## src/rtl/sst_pkg.sv

```systemverilog
`timescale 1ns / 1ps
// ----------------------------------------------------------------------------
// sst_pkg
// Shared types and codes of the subscriber session table.
// ----------------------------------------------------------------------------
package sst_pkg;

    localparam int unsigned TableEntries = 64;

    localparam int unsigned CmdW    = 4;
    localparam int unsigned ImsiW   = 50;
    localparam int unsigned IpW     = 32;
    localparam int unsigned BytesW  = 16;
    localparam int unsigned TimeW   = 32;
    localparam int unsigned PortW   = 16;
    localparam int unsigned StatusW = 3;
    localparam int unsigned PktW    = 48;
    localparam int unsigned CntW    = 56;

    typedef enum logic [CmdW-1:0] {
        CMD_ATTACH_START    = 4'd0,
        CMD_ATTACH_COMPLETE = 4'd1,
        CMD_ATTACH_FAIL     = 4'd2,
        CMD_DETACH_START    = 4'd3,
        CMD_DETACH_COMPLETE = 4'd4,
        CMD_BIND_PEER       = 4'd5,
        CMD_LOOKUP_IMSI     = 4'd6,
        CMD_LOOKUP_IP       = 4'd7,
        CMD_UPLINK          = 4'd8,
        CMD_DOWNLINK        = 4'd9
    } t_cmd;

    typedef enum logic [1:0] {
        ST_FREE      = 2'd0,
        ST_ATTACHING = 2'd1,
        ST_ATTACHED  = 2'd2,
        ST_DETACHING = 2'd3
    } t_slot_state;

    typedef enum logic [StatusW-1:0] {
        S_OK           = 3'd0,
        S_NOT_FOUND    = 3'd1,
        S_IMSI_USED    = 3'd2,
        S_IP_USED      = 3'd3,
        S_FULL         = 3'd4,
        S_NOT_ATTACHED = 3'd5
    } t_status;

    // One command word as it travels from the front to the back.
    typedef struct packed {
        logic [CmdW-1:0]   cmd;
        logic [ImsiW-1:0]  imsi;
        logic [IpW-1:0]    ue_ip;
        logic [BytesW-1:0] byte_count;
        logic [TimeW-1:0]  now_time;
        logic [IpW-1:0]    peer_addr;
        logic [PortW-1:0]  peer_port;
    } t_cmd_word;

    // Entry body held in the payload memory.
    typedef struct packed {
        logic [PktW-1:0]  up_packets;
        logic [CntW-1:0]  up_bytes;
        logic [PktW-1:0]  down_packets;
        logic [CntW-1:0]  down_bytes;
        logic [TimeW-1:0] last_seen;
        logic             peer_bound;
        logic [IpW-1:0]   peer_addr;
        logic [PortW-1:0] peer_port;
    } t_body;

    typedef struct packed {
        logic [StatusW-1:0] status;
        logic [1:0]         state;
        logic [ImsiW-1:0]   imsi;
        logic [IpW-1:0]     ip;
        t_body              body;
    } t_result;

endpackage

```

## src/rtl/sst_queue.sv

```systemverilog
`timescale 1ns / 1ps
// ----------------------------------------------------------------------------
// sst_queue
// Two-entry command queue between the front and the back.
// ----------------------------------------------------------------------------
module sst_queue (
    input  logic               i_clk,
    input  logic               i_rst_n,
    input  logic               i_valid,
    output logic               o_ready,
    input  sst_pkg::t_cmd_word i_word,
    output logic               o_valid,
    input  logic               i_ready,
    output sst_pkg::t_cmd_word o_word
);
    import sst_pkg::*;

    t_cmd_word  r_buf [2];
    logic       r_wp, r_rp;
    logic [1:0] r_cnt;
    logic       w_push, w_pop;

    assign o_ready = (r_cnt != 2'd2);
    assign o_valid = (r_cnt != 2'd0);
    assign o_word  = r_buf[r_rp];
    assign w_push  = i_valid && o_ready;
    assign w_pop   = o_valid && i_ready;

    always_ff @(posedge i_clk) begin
        if (w_push) begin
            r_buf[r_wp] <= i_word;
        end
        if (!i_rst_n) begin
            r_wp  <= 1'b0;
            r_rp  <= 1'b0;
            r_cnt <= 2'd0;
        end else begin
            if (w_push) r_wp <= ~r_wp;
            if (w_pop) r_rp <= ~r_rp;
            r_cnt <= r_cnt + {1'b0, w_push} - {1'b0, w_pop};
        end
    end
endmodule

```

## config.mk

```make
export PLATFORM = sky130hd
export DESIGN_NAME = sst_queue
export DESIGN_NICKNAME = d
export VERILOG_FILES = /design/src/rtl/sst_pkg.sv /design/src/rtl/sst_queue.sv
export SDC_FILE = /design/constraint.sdc
export NUM_CORES = 1
export LEC_CHECK = 0
export BUFFER_PORTS_ARGS = -buffer_cell sky130_fd_sc_hd__buf_2
export CAP_MARGIN = 5
export CELL_PAD_IN_SITES_DETAIL_PLACEMENT = 2
export CELL_PAD_IN_SITES_GLOBAL_PLACEMENT = 2
export CORE_MARGIN = 10
export CORE_UTILIZATION = 41
export CTS_CLUSTER_DIAMETER = 80
export DETAILED_ROUTE_END_ITERATION = 10
export PLACE_DENSITY = 0.82
export SLEW_MARGIN = 20
export SYNTH_ARGS = -nofsm -noshare
export SYNTH_HDL_FRONTEND = slang
export SYNTH_SLANG_ARGS = --single-unit
export TNS_END_PERCENT = 100
```

## constraint.sdc

```tcl
create_clock -name i_clk -period 28.8 [get_ports i_clk]
set_clock_uncertainty 0.05 [all_clocks]
set_input_delay 2.88 -clock i_clk [delete_from_list [all_inputs] [get_ports i_clk]]
set_output_delay 2.88 -clock i_clk [all_outputs]
set_load 0.03 [all_outputs]
```

# Yosys cells after proc, flatten, opt, wreduce, memory -nomap -nowiden
# Memory sizes are Yosys's and may differ from the RTL's. A register that Yosys moved wholly into a read port is not among the register bits.
# Cells that the tools add are included.
[classes]
n_addsub = 2
n_eq_ne = 1
n_mux = 4
bitwise = 2
reduce_logical = 3
[ops]
columns = ["cell", "n"]
rows = [
  ["two-way mux 1 bit", 4],
  ["adder 2 x 1 -> 2 bit", 1],
  ["logical AND 1 bit", 2],
  ["!= test 2 bit, second input constant", 1],
  ["inverter 1 bit", 2],
  ["nonzero test 2 bit", 1],
  ["subtractor 2 x 1 -> 2 bit", 1],
]
[word_totals]
regBits = 4
mem_bits_rw = 364
inputBits = 186
output_inout_bits = 184
wordCells = 16
mem_count = 1
[mem_list]
columns = ["name", "depth", "width", "rd", "rd_clocked_by_memory_dff", "wr", "line", "rtl"]
rows = [
  ["r_buf", 2, 182, 1, 1, 1, "sst_queue.sv:18", "t_cmd_word r_buf [2];"],
]

# Longest topological paths before layout
[logic_depth]
word_depth = 4
mapped_depth = 8
mapped_depth_nobuf = 8

# Least setup slack after synthesis
# OpenSTA, ideal clock, no wires.
[synth_path]
path_kind = "input -> register"
startpoint = "input i_valid"
endpoint = "memory r_buf[0][0] (netlist name), enable pin"
setup_time_ns = 0.727
arrival_ns = 10.533
required_ns = 28.023
slack_ns = 17.489
cell_stages = 2
path_buffers = 0
path_cell_list = "nand2_1 > nor2_1"
[synth_via]
elab_chain_cells = 3
[synth_rtl]
columns = ["element", "line", "rtl"]
rows = [
  ["start: declaration", "sst_queue.sv:9", "input logic i_valid,"],
  ["logical AND 1 bit", "sst_queue.sv:26", "assign w_push = i_valid && o_ready;"],
  ["two-way mux 1 bit", "sst_queue.sv:30", "if (w_push) begin"],
  ["two-way mux 1 bit (implied by the code)", "sst_queue.sv:31", "r_buf[r_wp] <= i_word;"],
  ["end: declaration", "sst_queue.sv:18", ""],
]
# Every way passes these cells.

==> results.toml <==
[clock_tree]
clk_root_buffer_cell = "clkbuf_16"
post_cts_buffers = 0
cts-resized-gates = 0
ctsLongestPathBuffers = 3
cts_buffers = 39
cts_tree = "yes"
hold_buffers = 0
cts.clk_slew.worst_paths_ns = 0.06
cts_num_sinks = 369
htree_levels = 2
clock_latency_ns = 0.51

[setup_path]
crit_fanout = 76
cp-start-kind = "flop"
critPathArrivalTime_ns = 2.81
worstSetupEndpointType = "primary output"
path_class = "reg -> out"
r2r_slack_ns = 25.82
cp.required_ns = 25.87

[run]
cap_violations = 0

[sta]
fin_setup_tns_ns = 0
setup_violations = 0
fin_crit_sh_pct = 19.9
worst_pin_slew_ns = 1.10
fmax_ghz = 0.174
rsz0062_at_grt = "no"
final.min_clock_period_ns = 5.74
slew_headroom_pct = 26.4
finalHoldViolations = 0
drv_slew = 0

[grt]
met1_usage_pct = 18.7
grt_max_degree = 77
grt_first_pass_wirelength_mm = 57.0
use_met2_pct = 34.9
grt_pass1_vias = 8282
gr-max-usage-layer = "met2"
antenna_found_initial = 14
grt.overflow.total = 0
gr-usage-met3_pct = 8.87
grt_use_total_pct = 18.9

[final_layout]
area.sequential_sq_mm = 0.0110
drive_gt1_share_pct = 60.1
area.growth.synth_to_final_pct = 24.9
multi_input_area_sq_mm = 0.00219
fin_util_pct = 51.9
fin_nets = 1175
nFillCells = 2904

[route]
finalWirelength_mm = 39.5
antenna_left = 0
drtIter0Drc = 301
drc = 0
avgViaCountPerCell = 4.83
vias = 7058
routedWlPerCell_um = 27.1
drtPass1Iterations = 4

[synthesis]
synth.top_cells.by_area = "edfxtp_1, mux2_2, clkbuf_8, dfxtp_1, buf_6"
synth_cell_types = 17
yosys.area.top_type = "edfxtp_1"
postSynthAreaPerCell_sq_um = 22.9
synth_top_area_share_pct = 81.1
synth.most_common_cell = "edfxtp_1"
ys_seq_area_share_pct = 81.8
yosysWarningCount = 0
synth_fp_nets = 778
yosys-top-cells-count = "edfxtp_1, mux2_2, clkbuf_8"
async_flop_share_pct = 0
ys_ff_latch = 369
synthCells = 590
ys.flop_type = "edfxtp_1"
synth_edf_count = 364
synth_area_sq_mm = 0.0135

[pwr]
p_switching_w = 0.000543
p_per_area_mw_per_mm2 = 96.9
irDropWorstVdd_uv = 75.5
p_int_w = 0.00109
p_leak_nw = 6.21
switching_share_pct = 33.3
pwr-share-clk_pct = 28.2
p_seq_share_pct = 43.1
combPwrFrac_pct = 28.6

[floorplanning]
initial_utilization_pct = 41.5
die_h_um = 201
core-area_sq_mm = 0.0325
row_count = 66
die_area_sq_mm = 0.0405
die_x_um = 201
io_pins = 370

[hold_path]
hp-class = "reg -> reg"

[placed_design]
dp_hpwl_mm = 28.0
port-buffer-count = 369
gp_congestion = 0.759

[status]
status = "finished clean"
-- critical path: stages (launching register included) --
cell and delay (ns):
dfxtp_4 0.67, buf_4 0.86, mux2_2 0.43, buf_2 0.19
-- metrics by stage --
step / instance area, sq um / total power, W / std cells / setup slack, ns / hold WS (ns)
floorplan: 13500 / 0.00106 / 590 / 17.49 / 0.405
detailed placement: 15700 / 0.00119 / 1388 / 23.45 / 0.488
CTS: 16800 / 0.00166 / 1456 / 23.03 / 0.497
global placement: 15700 / 0.00117 / 1388 / 23.51 / 0.464
finish: 16800 / 0.00163 / 1461 / 23.06 / 0.494
global route: 16800 / 0.00170 / 1457 / 22.92 / 0.533
-- cells in the final DEF, fill, tap and decap left out --
cell,synthesis,final
and2_1,2,2
and3_4,0,1
buf_2,0,369
buf_4,0,7
bufinv_16,0,1
clkbuf_1,0,16
clkbuf_16,0,39
clkbuf_8,17,1
clkinv_1,0,5
clkinv_2,0,2
clkinvlp_4,0,1
dfxtp_1,5,4
dfxtp_4,0,1
diode_2,0,5
edfxtp_1,364,364
ha_1,2,2
inv_1,1,1
inv_6,0,3
mux2_2,182,182
mux2i_1,1,1
nand2_1,2,2
nand2b_1,2,2
nor2_4,0,1
nor2b_1,2,2
o21a_1,1,1
or2_2,1,1
xnor2_1,3,3
-- area by class of cell --
type                            count  share of cell area (%)
Timing Repair Buffer              376                    11.3
Multi-Input combinational cell    200                    13.0
Antenna cell                        5                  0.0743
Clock inverter                     12                   0.550
Clock buffer                       56                    6.23
Tap cell                          442                    3.28
Inverter                            1                  0.0223
Sequential cell                   369                    65.5
-- path summary, 6_finish.rpt --
path            start             to  cells after the start
min              r_wp           r_wp                      2
min reg2reg      r_wp           r_wp                      2
max reg2reg  r_cnt[0]  r_buf[0][100]                      5
max              flop     o_word[71]                      3
-- power groups by stage --
stage	Combinational (W)	Clock (W)	Sequential, W
floorplan	0.000343	0	0.000716
global placement	0.000462	0	0.000704
detailed placement	0.000473	0	0.000714
CTS	0.000477	0.000474	0.000705
global route	0.000495	0.000496	0.000710
finish	0.000467	0.000461	0.000703
-- state kept, by name, summed over array words and instances (netlist names), named ones only --
signal,flops
r_rp,1
r_buf,364
r_wp,1
r_cnt,2
-- layer usage --
metal | vias up | part of all wire [%]
li1 | 3144 | -
met1 | 3545 | 34
met2 | 282 | 54
met3 | 67 | 10
met4 | 20 | 1.8
met5 | - | 0.35
-- kinds of logic (layout without fill, tap and decap cells) --
group / after synthesis / in the layout / synth area share, %
buffers and inverters: 21 / 445 / 2.01
adders and majority gates: 2 / 2 / 0.186
AOI/OAI and AO/OA: 1 / 1 / 0.0557
other: 0 / 5 / 0
xor gates and xnor gates: 3 / 3 / 0.195
and+or+nand+nor: 11 / 11 / 0.455
muxes: 183 / 183 / 15.3
DFF: 369 / 369 / 81.8
No activity file was read; power rests on OpenSTA's default activity.
