===== src/rtl/sst_pkg.sv =====
`timescale 1ns / 1ps
// ----------------------------------------------------------------------------
// sst_pkg
// Shared types and codes of the subscriber session table.
// ----------------------------------------------------------------------------
package sst_pkg;

    localparam int unsigned TableEntries = 64;

    localparam int unsigned CmdW    = 4;
    localparam int unsigned ImsiW   = 50;
    localparam int unsigned IpW     = 32;
    localparam int unsigned BytesW  = 16;
    localparam int unsigned TimeW   = 32;
    localparam int unsigned PortW   = 16;
    localparam int unsigned StatusW = 3;
    localparam int unsigned PktW    = 48;
    localparam int unsigned CntW    = 56;

    typedef enum logic [CmdW-1:0] {
        CMD_ATTACH_START    = 4'd0,
        CMD_ATTACH_COMPLETE = 4'd1,
        CMD_ATTACH_FAIL     = 4'd2,
        CMD_DETACH_START    = 4'd3,
        CMD_DETACH_COMPLETE = 4'd4,
        CMD_BIND_PEER       = 4'd5,
        CMD_LOOKUP_IMSI     = 4'd6,
        CMD_LOOKUP_IP       = 4'd7,
        CMD_UPLINK          = 4'd8,
        CMD_DOWNLINK        = 4'd9
    } t_cmd;

    typedef enum logic [1:0] {
        ST_FREE      = 2'd0,
        ST_ATTACHING = 2'd1,
        ST_ATTACHED  = 2'd2,
        ST_DETACHING = 2'd3
    } t_slot_state;

    typedef enum logic [StatusW-1:0] {
        S_OK           = 3'd0,
        S_NOT_FOUND    = 3'd1,
        S_IMSI_USED    = 3'd2,
        S_IP_USED      = 3'd3,
        S_FULL         = 3'd4,
        S_NOT_ATTACHED = 3'd5
    } t_status;

    // One command word as it travels from the front to the back.
    typedef struct packed {
        logic [CmdW-1:0]   cmd;
        logic [ImsiW-1:0]  imsi;
        logic [IpW-1:0]    ue_ip;
        logic [BytesW-1:0] byte_count;
        logic [TimeW-1:0]  now_time;
        logic [IpW-1:0]    peer_addr;
        logic [PortW-1:0]  peer_port;
    } t_cmd_word;

    // Entry body held in the payload memory.
    typedef struct packed {
        logic [PktW-1:0]  up_packets;
        logic [CntW-1:0]  up_bytes;
        logic [PktW-1:0]  down_packets;
        logic [CntW-1:0]  down_bytes;
        logic [TimeW-1:0] last_seen;
        logic             peer_bound;
        logic [IpW-1:0]   peer_addr;
        logic [PortW-1:0] peer_port;
    } t_body;

    typedef struct packed {
        logic [StatusW-1:0] status;
        logic [1:0]         state;
        logic [ImsiW-1:0]   imsi;
        logic [IpW-1:0]     ip;
        t_body              body;
    } t_result;

endpackage


===== src/rtl/sst_front.sv =====
`timescale 1ns / 1ps
// ----------------------------------------------------------------------------
// sst_front
// Input stage: a register that takes command words from the input port and
// hands them on to the command queue.
// ----------------------------------------------------------------------------
module sst_front (
    input  logic                       i_clk,
    input  logic                       i_rst_n,
    input  logic                       i_valid,
    output logic                       o_ready,
    input  sst_pkg::t_cmd_word         i_word,
    output logic                       o_valid,
    input  logic                       i_ready,
    output sst_pkg::t_cmd_word         o_word
);
    import sst_pkg::*;

    logic      r_valid;
    t_cmd_word r_word;

    assign o_ready = !r_valid || i_ready;
    assign o_valid = r_valid;
    assign o_word  = r_word;

    always_ff @(posedge i_clk) begin
        if (i_valid && o_ready) begin
            r_word <= i_word;
        end
        if (!i_rst_n) begin
            r_valid <= 1'b0;
        end else if (o_ready) begin
            r_valid <= i_valid;
        end
    end
endmodule


===== config.mk =====
export PLATFORM = sky130hd
export DESIGN_NAME = sst_front
export DESIGN_NICKNAME = d
export VERILOG_FILES = /design/src/rtl/sst_pkg.sv /design/src/rtl/sst_front.sv
export SDC_FILE = /design/constraint.sdc
export NUM_CORES = 1
export LEC_CHECK = 0
export ABC_AREA = 1
export BUFFER_PORTS_ARGS = -buffer_cell sky130_fd_sc_hd__clkbuf_2
export CORE_AREA = 5 5 142 144
export CTS_BUF_LIST = sky130_fd_sc_hd__clkbuf_2
export DETAILED_ROUTE_END_ITERATION = 8
export DIE_AREA = 0 0 147 149
export SYNTH_ARGS = -nofsm -noshare
export SYNTH_HDL_FRONTEND = slang
export SYNTH_SLANG_ARGS = --single-unit

===== constraint.sdc =====
create_clock -name i_clk -period 15.77 [get_ports i_clk]
set_input_delay 3.154 -clock i_clk [delete_from_list [all_inputs] [get_ports i_clk]]
set_output_delay 3.154 -clock i_clk [all_outputs]
set_load 0.01 [all_outputs]

Word level (Yosys, flattened, before mapping) --
Cells that the tools add are included. W data, S select, Z words.
Cells by class: shifts and indexed selects 0, div/mod/pow operators 0, equal/unequal tests 0, bitwise operators 0, magnitude comparators 0, add/subtract/negate cells 0, $mul 0, multiplexer cells 0, reductions and logical operators 3
Operator list (count):
- $logic_and A1 B1 Y1 | 1
- $logic_not A1 Y1 | 1
- $logic_or A1 B1 Y1 | 1
Word-level totals: bits in latches 0, bits in registers 183, input port bits 186, ROM bits 0, bits in writable memories 0, logic and storage cells 11, memories kept 0, output and inout bits 184

Depth between registers and ports, before layout --
Gate-level depths: netlist of run 1.
depth in word-level cells 3, gate-level depth with buffers 3, gate-level depth less buffers 3

Worst setup path after synthesis of run 1 --
No wires, ideal clock.
kind input port to flip-flop, start point input i_valid, end point register r_word, in the netlist o_word[0] (enable), arrival time 11.960 ns, cell stages on the path 2, data required time 14.986 ns, slack 3.026 ns, path buffers 0, path through inv_1 a21oi_1
Between the ends: longest elaborated chain between the ends 1
Ends and longest elaborated chain:
- from (decl) | RTL line sst_front.sv:10 | input logic i_valid,
- $logic_and A1 B1 Y1 | RTL line sst_front.sv:27 | if (i_valid && o_ready) begin
- to (signal assigned) | RTL line sst_front.sv:28 | r_word <= i_word;
- to (decl) | RTL line sst_front.sv:20 | t_cmd_word r_word;
Every way passes these cells. A chain may end at the register's enable or synchronous reset.

Final worst setup path of run 1 --
start point input i_ready, end point output o_ready
Between the ends: longest elaborated chain between the ends 1
Ends and longest elaborated chain:
- from (decl) | RTL line sst_front.sv:14 | input logic i_ready,
- $logic_or A1 B1 Y1 | RTL line sst_front.sv:22 | assign o_ready = !r_valid || i_ready;
- to (decl) | RTL line sst_front.sv:11 | output logic o_ready,
Every way passes these cells.

==> results.sh, run 1 <==
export IMPL_die_w_um=147
export IMPL_skew_ns=0.0297
export IMPL_start_util=0.297
export IMPL_required_ns=12.62
export IMPL_setup_worst_path_start_class="primary input"
export IMPL_syn_nets=375
export IMPL_tns_ns=0
export IMPL_powerDensity_nw_per_um2=110
export IMPL_ios=370
export IMPL_overflow=0
export IMPL_critPathKind="primary input to output pin"
export IMPL_r2r_start="o_valid$_SDFFE_PN0P_"
export IMPL_wire_per_inst_um=17.5
export IMPL_cts_sinks=183
export IMPL_viasPerCell=4.10
export IMPL_die_h_um=149
export IMPL_cts_buffers=17
export IMPL_drc=0
export IMPL_yosysSeqAreaShare=0.994
export IMPL_synth_top_area_share=0.991
export IMPL_drtIter0Drc=130
export IMPL_fmax_ghz=0.150
export IMPL_synth_seq_cells=183
export IMPL_slew_viol_final=0
export IMPL_syn_cell_area_sq_um=5520
export IMPL_core_sq_um=18600
export IMPL_core_rowCount=50
export IMPL_port_buffers=369
export IMPL_synth_cells=189
export IMPL_maxCapViolations=0
export IMPL_fill_cells=1688
export IMPL_slew_headroom=0.306
export IMPL_grt_pass1_vias=3764
export IMPL_insertion_delay_ns=0.69
export IMPL_syn_area_per_cell_sq_um=29.2
export IMPL_vias=3376
export IMPL_yosysWarnings=0
export IMPL_h_tree_depth=4
export IMPL_synthTopCellsByArea="edfxtp_1 (99%), dfxtp_1 (0.36%), a21oi_2 (0.16%), inv_1 (0.14%), nand2_2 (0.11%)"
export IMPL_cts_tree="done"
export IMPL_place_hpwl_um=11600
export IMPL_r2r_end="o_word[144]$_DFFE_PP_"
export IMPL_r2r_slack_ns=13.52
export IMPL_timing_hold_ws_ns=0.547
export IMPL_final_period_utilization=0.422
export IMPL_grt_pass1_wl_um=21200
export IMPL_cp_max_fo=2
export IMPL_synth_top_area_cell="edfxtp_1"
export IMPL_ant_nets=0
export IMPL_place_gp_congestion=0.758
export IMPL_grt_start_max_net_pins=83
export IMPL_end_kind="output pin"
export IMPL_post_cts_repair_setup_buffers=0
export IMPL_worstPathArrival_ns=3.50
export IMPL_cts_root_buf="clkbuf_2"
export IMPL_wl_um=14400
export IMPL_cts_resized=0
export IMPL_grt_use_total=0.126
export IMPL_status="complete, no violations"
export IMPL_finalSetupViolCount=0
export IMPL_hold_end="o_valid$_SDFFE_PN0P_"
export IMPL_fin_crit_ns=6.65
export IMPL_nets=765
export IMPL_ir_drop_mv=0.0492
export IMPL_rr_worst_depth=2
export IMPL_drive_gt1_frac=0.686
export IMPL_drt_pass1_iter_count=4
export IMPL_ys_types=7
export IMPL_worstMarginPinSlew_ns=1.04
export IMPL_hold_path_class="register to register"
export IMPL_die_area_sq_um=21900
export IMPL_cellLeakagePower_nw=3.44
export IMPL_area_growth_pct=43.0
export IMPL_antenna_found_initial=1
export IMPL_cts_hold_buf=0
export IMPL_cts_max_path_buffers=2
export IMPL_final_hold_viol_count=0
export IMPL_min_path_cells=2
export IMPL_worstHoldStart="o_valid$_SDFFE_PN0P_"
export IMPL_cts_clk_slew_worst_paths_ns=0.23
export IMPL_rsz0062_at_grt="no"
export IMPL_finalPower_mw=0.867
state kept, by name, indices dropped and copies added (netlist names):
name	count
o_valid	1
o_word	182
where the power goes:
| part | leakage, nW | total (mW) | switching [mW] | internal [mW] |
|---|---|---|---|---|
| sequential | 1.77 | 0.577 | 0.00799 | 0.569 |
| clock | 0.109 | 0.212 | 0.156 | 0.0564 |
| combinational | 1.56 | 0.0780 | 0.0444 | 0.0335 |
Yosys cell counts (all sizes together):
library cell,n
dfxtp,1
edfxtp,182
a21oi,2
inv,3
nand2,1
layout make-up:
class	instances	area, sq um	area share
clock buffer	17	85.1	0.0108
tap	234	293	0.0371
antenna	1	2.50	0.000317
inverter	3	11.3	0.00143
clock inverter	12	121	0.0154
sequential	183	5490	0.695
timing repair buffer	371	1860	0.236
multi-input combinational	3	31.3	0.00396
stage by stage:
step,area [sq um],cells,worst slack [ns],util
6_report,7890,824,9.12,0.425
5_1_grt,7890,824,9.10,0.425
4_1_cts,7890,823,9.12,0.425
3_5_place_dp,7680,794,9.12,0.413
3_3_place_gp,7680,794,9.12,0.413
2_1_floorplan,5520,189,3.03,-
critical path, stage by stage:
cell      delay, ns
clkbuf_2       0.08
inv_2          0.07
nand2_2        0.06
clkbuf_2       0.13
routing by layer:
metal / part of all wire / vias to the layer above / track usage
li1: - / 1541 / -
met1: 0.36 / 1616 / 0.133
met2: 0.51 / 208 / 0.219
met3: 0.12 / 11 / 0.0650
met4: 0.015 / 0 / 0.0433
met5: 0 / - / 0
cells by family after synthesis:
kind of cell / Yosys count / synth area share
AOI/OAI and AO/OA: 2 / 0.00249
buffers and inverters: 3 / 0.00204
DFF: 183 / 0.994
and+or+nand+nor: 1 / 0.00113
worst max path at each step:
stage               slack (ns)  startpoint             endpoint
CTS                       9.12     i_ready              o_ready
floorplan                 3.03     i_valid  o_word[0]$_DFFE_PP_
finish                    9.12     i_ready              o_ready
global route              9.10     i_ready              o_ready
detailed placement        9.12     i_ready              o_ready
global placement          9.12     i_ready              o_ready
placed cells by master, fill, tap and decap left out:
| master | count |
|---|---|
| a21oi_2 | 1 |
| a21oi_4 | 1 |
| buf_4 | 2 |
| bufinv_16 | 1 |
| clkbuf_2 | 386 |
| clkinv_4 | 1 |
| clkinvlp_4 | 6 |
| dfxtp_1 | 1 |
| diode_2 | 1 |
| edfxtp_1 | 182 |
| inv_1 | 2 |
| inv_2 | 1 |
| inv_6 | 3 |
| inv_8 | 1 |
| nand2_2 | 1 |
Note: power is estimated with default switching activity, not from simulation.
==> run 2, diff against run 1 <==
Settings changed: ABC_AREA 1 to 0, CORE_AREA 5 5 142 144 to 5 5 140 142, DIE_AREA 0 0 147 149 to 0 0 145 147.
Clock period 15.77 ns to 5.39 ns, I/O delays scaled along.
==> results.sh, run 2 <==
export IMPL_status="complete, no violations"
export IMPL_slew_headroom=0.529
export IMPL_syn_area_per_cell_sq_um=29.5
export IMPL_layout_setup_ws_ns=2.88
export IMPL_cp_max_fo=3
export IMPL_drtIter0Drc=122
export IMPL_viasPerCell=4.07
export IMPL_nets=763
export IMPL_synth_seq_cells=183
export IMPL_hold_path_class="register to register"
export IMPL_use_met3=0.0651
export IMPL_port_buffers=369
export IMPL_cts_root_buf="clkbuf_2"
export IMPL_antenna_found_initial=1
export IMPL_cts_sinks=183
export IMPL_pre_cts_ws_ns=2.60
export IMPL_insertion_delay_ns=0.69
export IMPL_area_growth_pct=43.0
export IMPL_worstPathArrival_ns=1.43
export IMPL_cts_clk_slew_worst_paths_ns=0.26
export IMPL_cts_resized=0
export IMPL_place_area_sq_um=7690
export IMPL_ir_drop_mv=0.142
export IMPL_diodes=0
export IMPL_cp_slowest_stage_delay_ns=0.14
export IMPL_drc=0
export IMPL_syn_nets=373
export IMPL_grt_pass1_vias=3724
export IMPL_drt_pass1_iter_count=4
export IMPL_vias=3348
export IMPL_fill_cells=1726
export IMPL_multi_input_area_sq_um=33.8
export IMPL_synthTopCellsByArea="edfxtp_1 (99%), dfxtp_1 (0.36%), nand2b_4 (0.25%), a21boi_2 (0.20%), and2_4 (0.16%)"
export IMPL_crit_family="buffers and inverters"
export IMPL_post_cts_repair_setup_buffers=0
export IMPL_synth_top_area_share=0.990
export IMPL_cellLeakagePower_nw=3.46
export IMPL_finalPower_mw=2.54
export IMPL_syn_cell_area_sq_um=5520
export IMPL_grt_start_max_net_pins=98
export IMPL_end_kind="output pin"
export IMPL_path_cells="clkbuf_2 > nand2b_4 > clkbuf_2"
export IMPL_rsz0062_at_grt="no"
export IMPL_synth_edf_count=182
export IMPL_final_period_utilization=0.466
export IMPL_die_w_um=145
export IMPL_finalSetupViolCount=0
export IMPL_rr_worst_depth=3
export IMPL_busiest_layer="met2"
export IMPL_yosysSeqAreaShare=0.993
export IMPL_final_hold_viol_count=0
export IMPL_fin_crit_ns=2.51
export IMPL_crit_slowest_cell="nand2b_4"
export IMPL_place_gp_congestion=0.781
export IMPL_ios=370
export IMPL_setup_worst_path_start_class="primary input"
export IMPL_cts_tree="done"
export IMPL_die_area_sq_um=21300
export IMPL_overflow=0
export IMPL_layout_common_cells="clkbuf_2 (387), edfxtp_1 (182), inv_6 (5)"
export IMPL_worstMarginPinSlew_ns=0.706
export IMPL_core_rowCount=50
export IMPL_critPathKind="primary input to output pin"
export IMPL_yosysWarnings=0
export IMPL_cp_num_buf_inv=2
export IMPL_synth_top_area_cell="edfxtp_1"
export IMPL_cts_max_path_buffers=2
export IMPL_tns_ns=0
export IMPL_cts_buffers=17
export IMPL_synth_cells=187
export IMPL_yosysMostFrequentCell="edfxtp_1"
export IMPL_final_common_cell="clkbuf_2"
export IMPL_drive_gt1_frac=0.687
export IMPL_h_tree_depth=4
export IMPL_grt_pass1_wl_um=21300
export IMPL_wire_per_inst_um=17.4
export IMPL_async_flop_share=0
export IMPL_finalInstanceArea_sq_um=7900
export IMPL_die_h_um=147
export IMPL_cts_hold_buf=0
export IMPL_grt_use_total=0.130
export IMPL_start_util=0.301
export IMPL_required_ns=4.31
export IMPL_grt_util_met2=0.223
export IMPL_fmax_ghz=0.398
export IMPL_cp_num_cells=3
export IMPL_largest_register_ff_count=182
export IMPL_maxCapViolations=0
export IMPL_cpMostUsedCell="clkbuf_2"
export IMPL_timing_hold_ws_ns=0.539
export IMPL_slew_viol_final=0
export IMPL_powerDensity_nw_per_um2=322
export IMPL_skew_ns=0.0361
export IMPL_place_hpwl_um=11300
export IMPL_grtUsageMet1=0.137
export IMPL_synth_flop_cell="edfxtp_1"
export IMPL_min_path_cells=2
export IMPL_core_sq_um=18300
export IMPL_ant_nets=0
export IMPL_seq_area_sq_um=5490
export IMPL_wl_um=14300
export IMPL_ys_types=6
[run 2: cell count changes after synthesis]
cell      before  now
a21oi_2        1    0
a21boi_2       0    1
nand2_2        1    0
inv_2          1    0
and2_4         0    1
nand2b_4       0    1
inv_1          2    1
a21oi_1        1    0
[run 2: layer usage]
metal	part of all wire	wire [um]
met1	0.35	5060
met2	0.52	7490
met3	0.099	1420
met4	0.020	292
met5	0.00084	12
[run 2: path summary, 6_finish.rpt]
| kind | startpoint | to | slack, ns |
|---|---|---|---|
| max | i_ready | o_ready | 2.88 |
| min | o_valid$_SDFFE_PN0P_ | o_valid$_SDFFE_PN0P_ | 0.54 |
| max reg2reg | o_valid$_SDFFE_PN0P_ | o_word[175]$_DFFE_PP_ | 3.45 |
| min reg2reg | o_valid$_SDFFE_PN0P_ | o_valid$_SDFFE_PN0P_ | 0.54 |
[run 2: worst reg2reg max path, stage by stage, from the launching register on]
cell and delay [ns]:
dfxtp_1 0.40, nand2b_4 0.09, and2_4 0.40, buf_4 0.66
[run 2: area by class of cell]
| class | instances | area share |
|---|---|---|
| inverter | 1 | 0.000475 |
| clock inverter | 12 | 0.0149 |
| clock buffer | 18 | 0.0114 |
| multi-input combinational | 3 | 0.00428 |
| sequential | 183 | 0.695 |
| tap | 234 | 0.0371 |
| timing repair buffer | 371 | 0.237 |
[run 2: power breakdown]
group | internal, mW | switching, mW
registers | 1.66 | 0.0234
clock network | 0.170 | 0.456
logic | 0.100 | 0.128
[run 2: cell families after synthesis]
logic type	share of synthesized area
AO/OA/AOI/OAI	0.00204
buffers and inverters	0.000679
flip-flops	0.993
AND/OR/NAND/NOR	0.00408
[run 2: metrics by stage]
stage                     cells  utilization
final                       822        0.431
after global routing        822        0.431
after CTS                   822        0.431
after detailed placement    792        0.420
after global placement      792        0.420
after floorplan             187            -
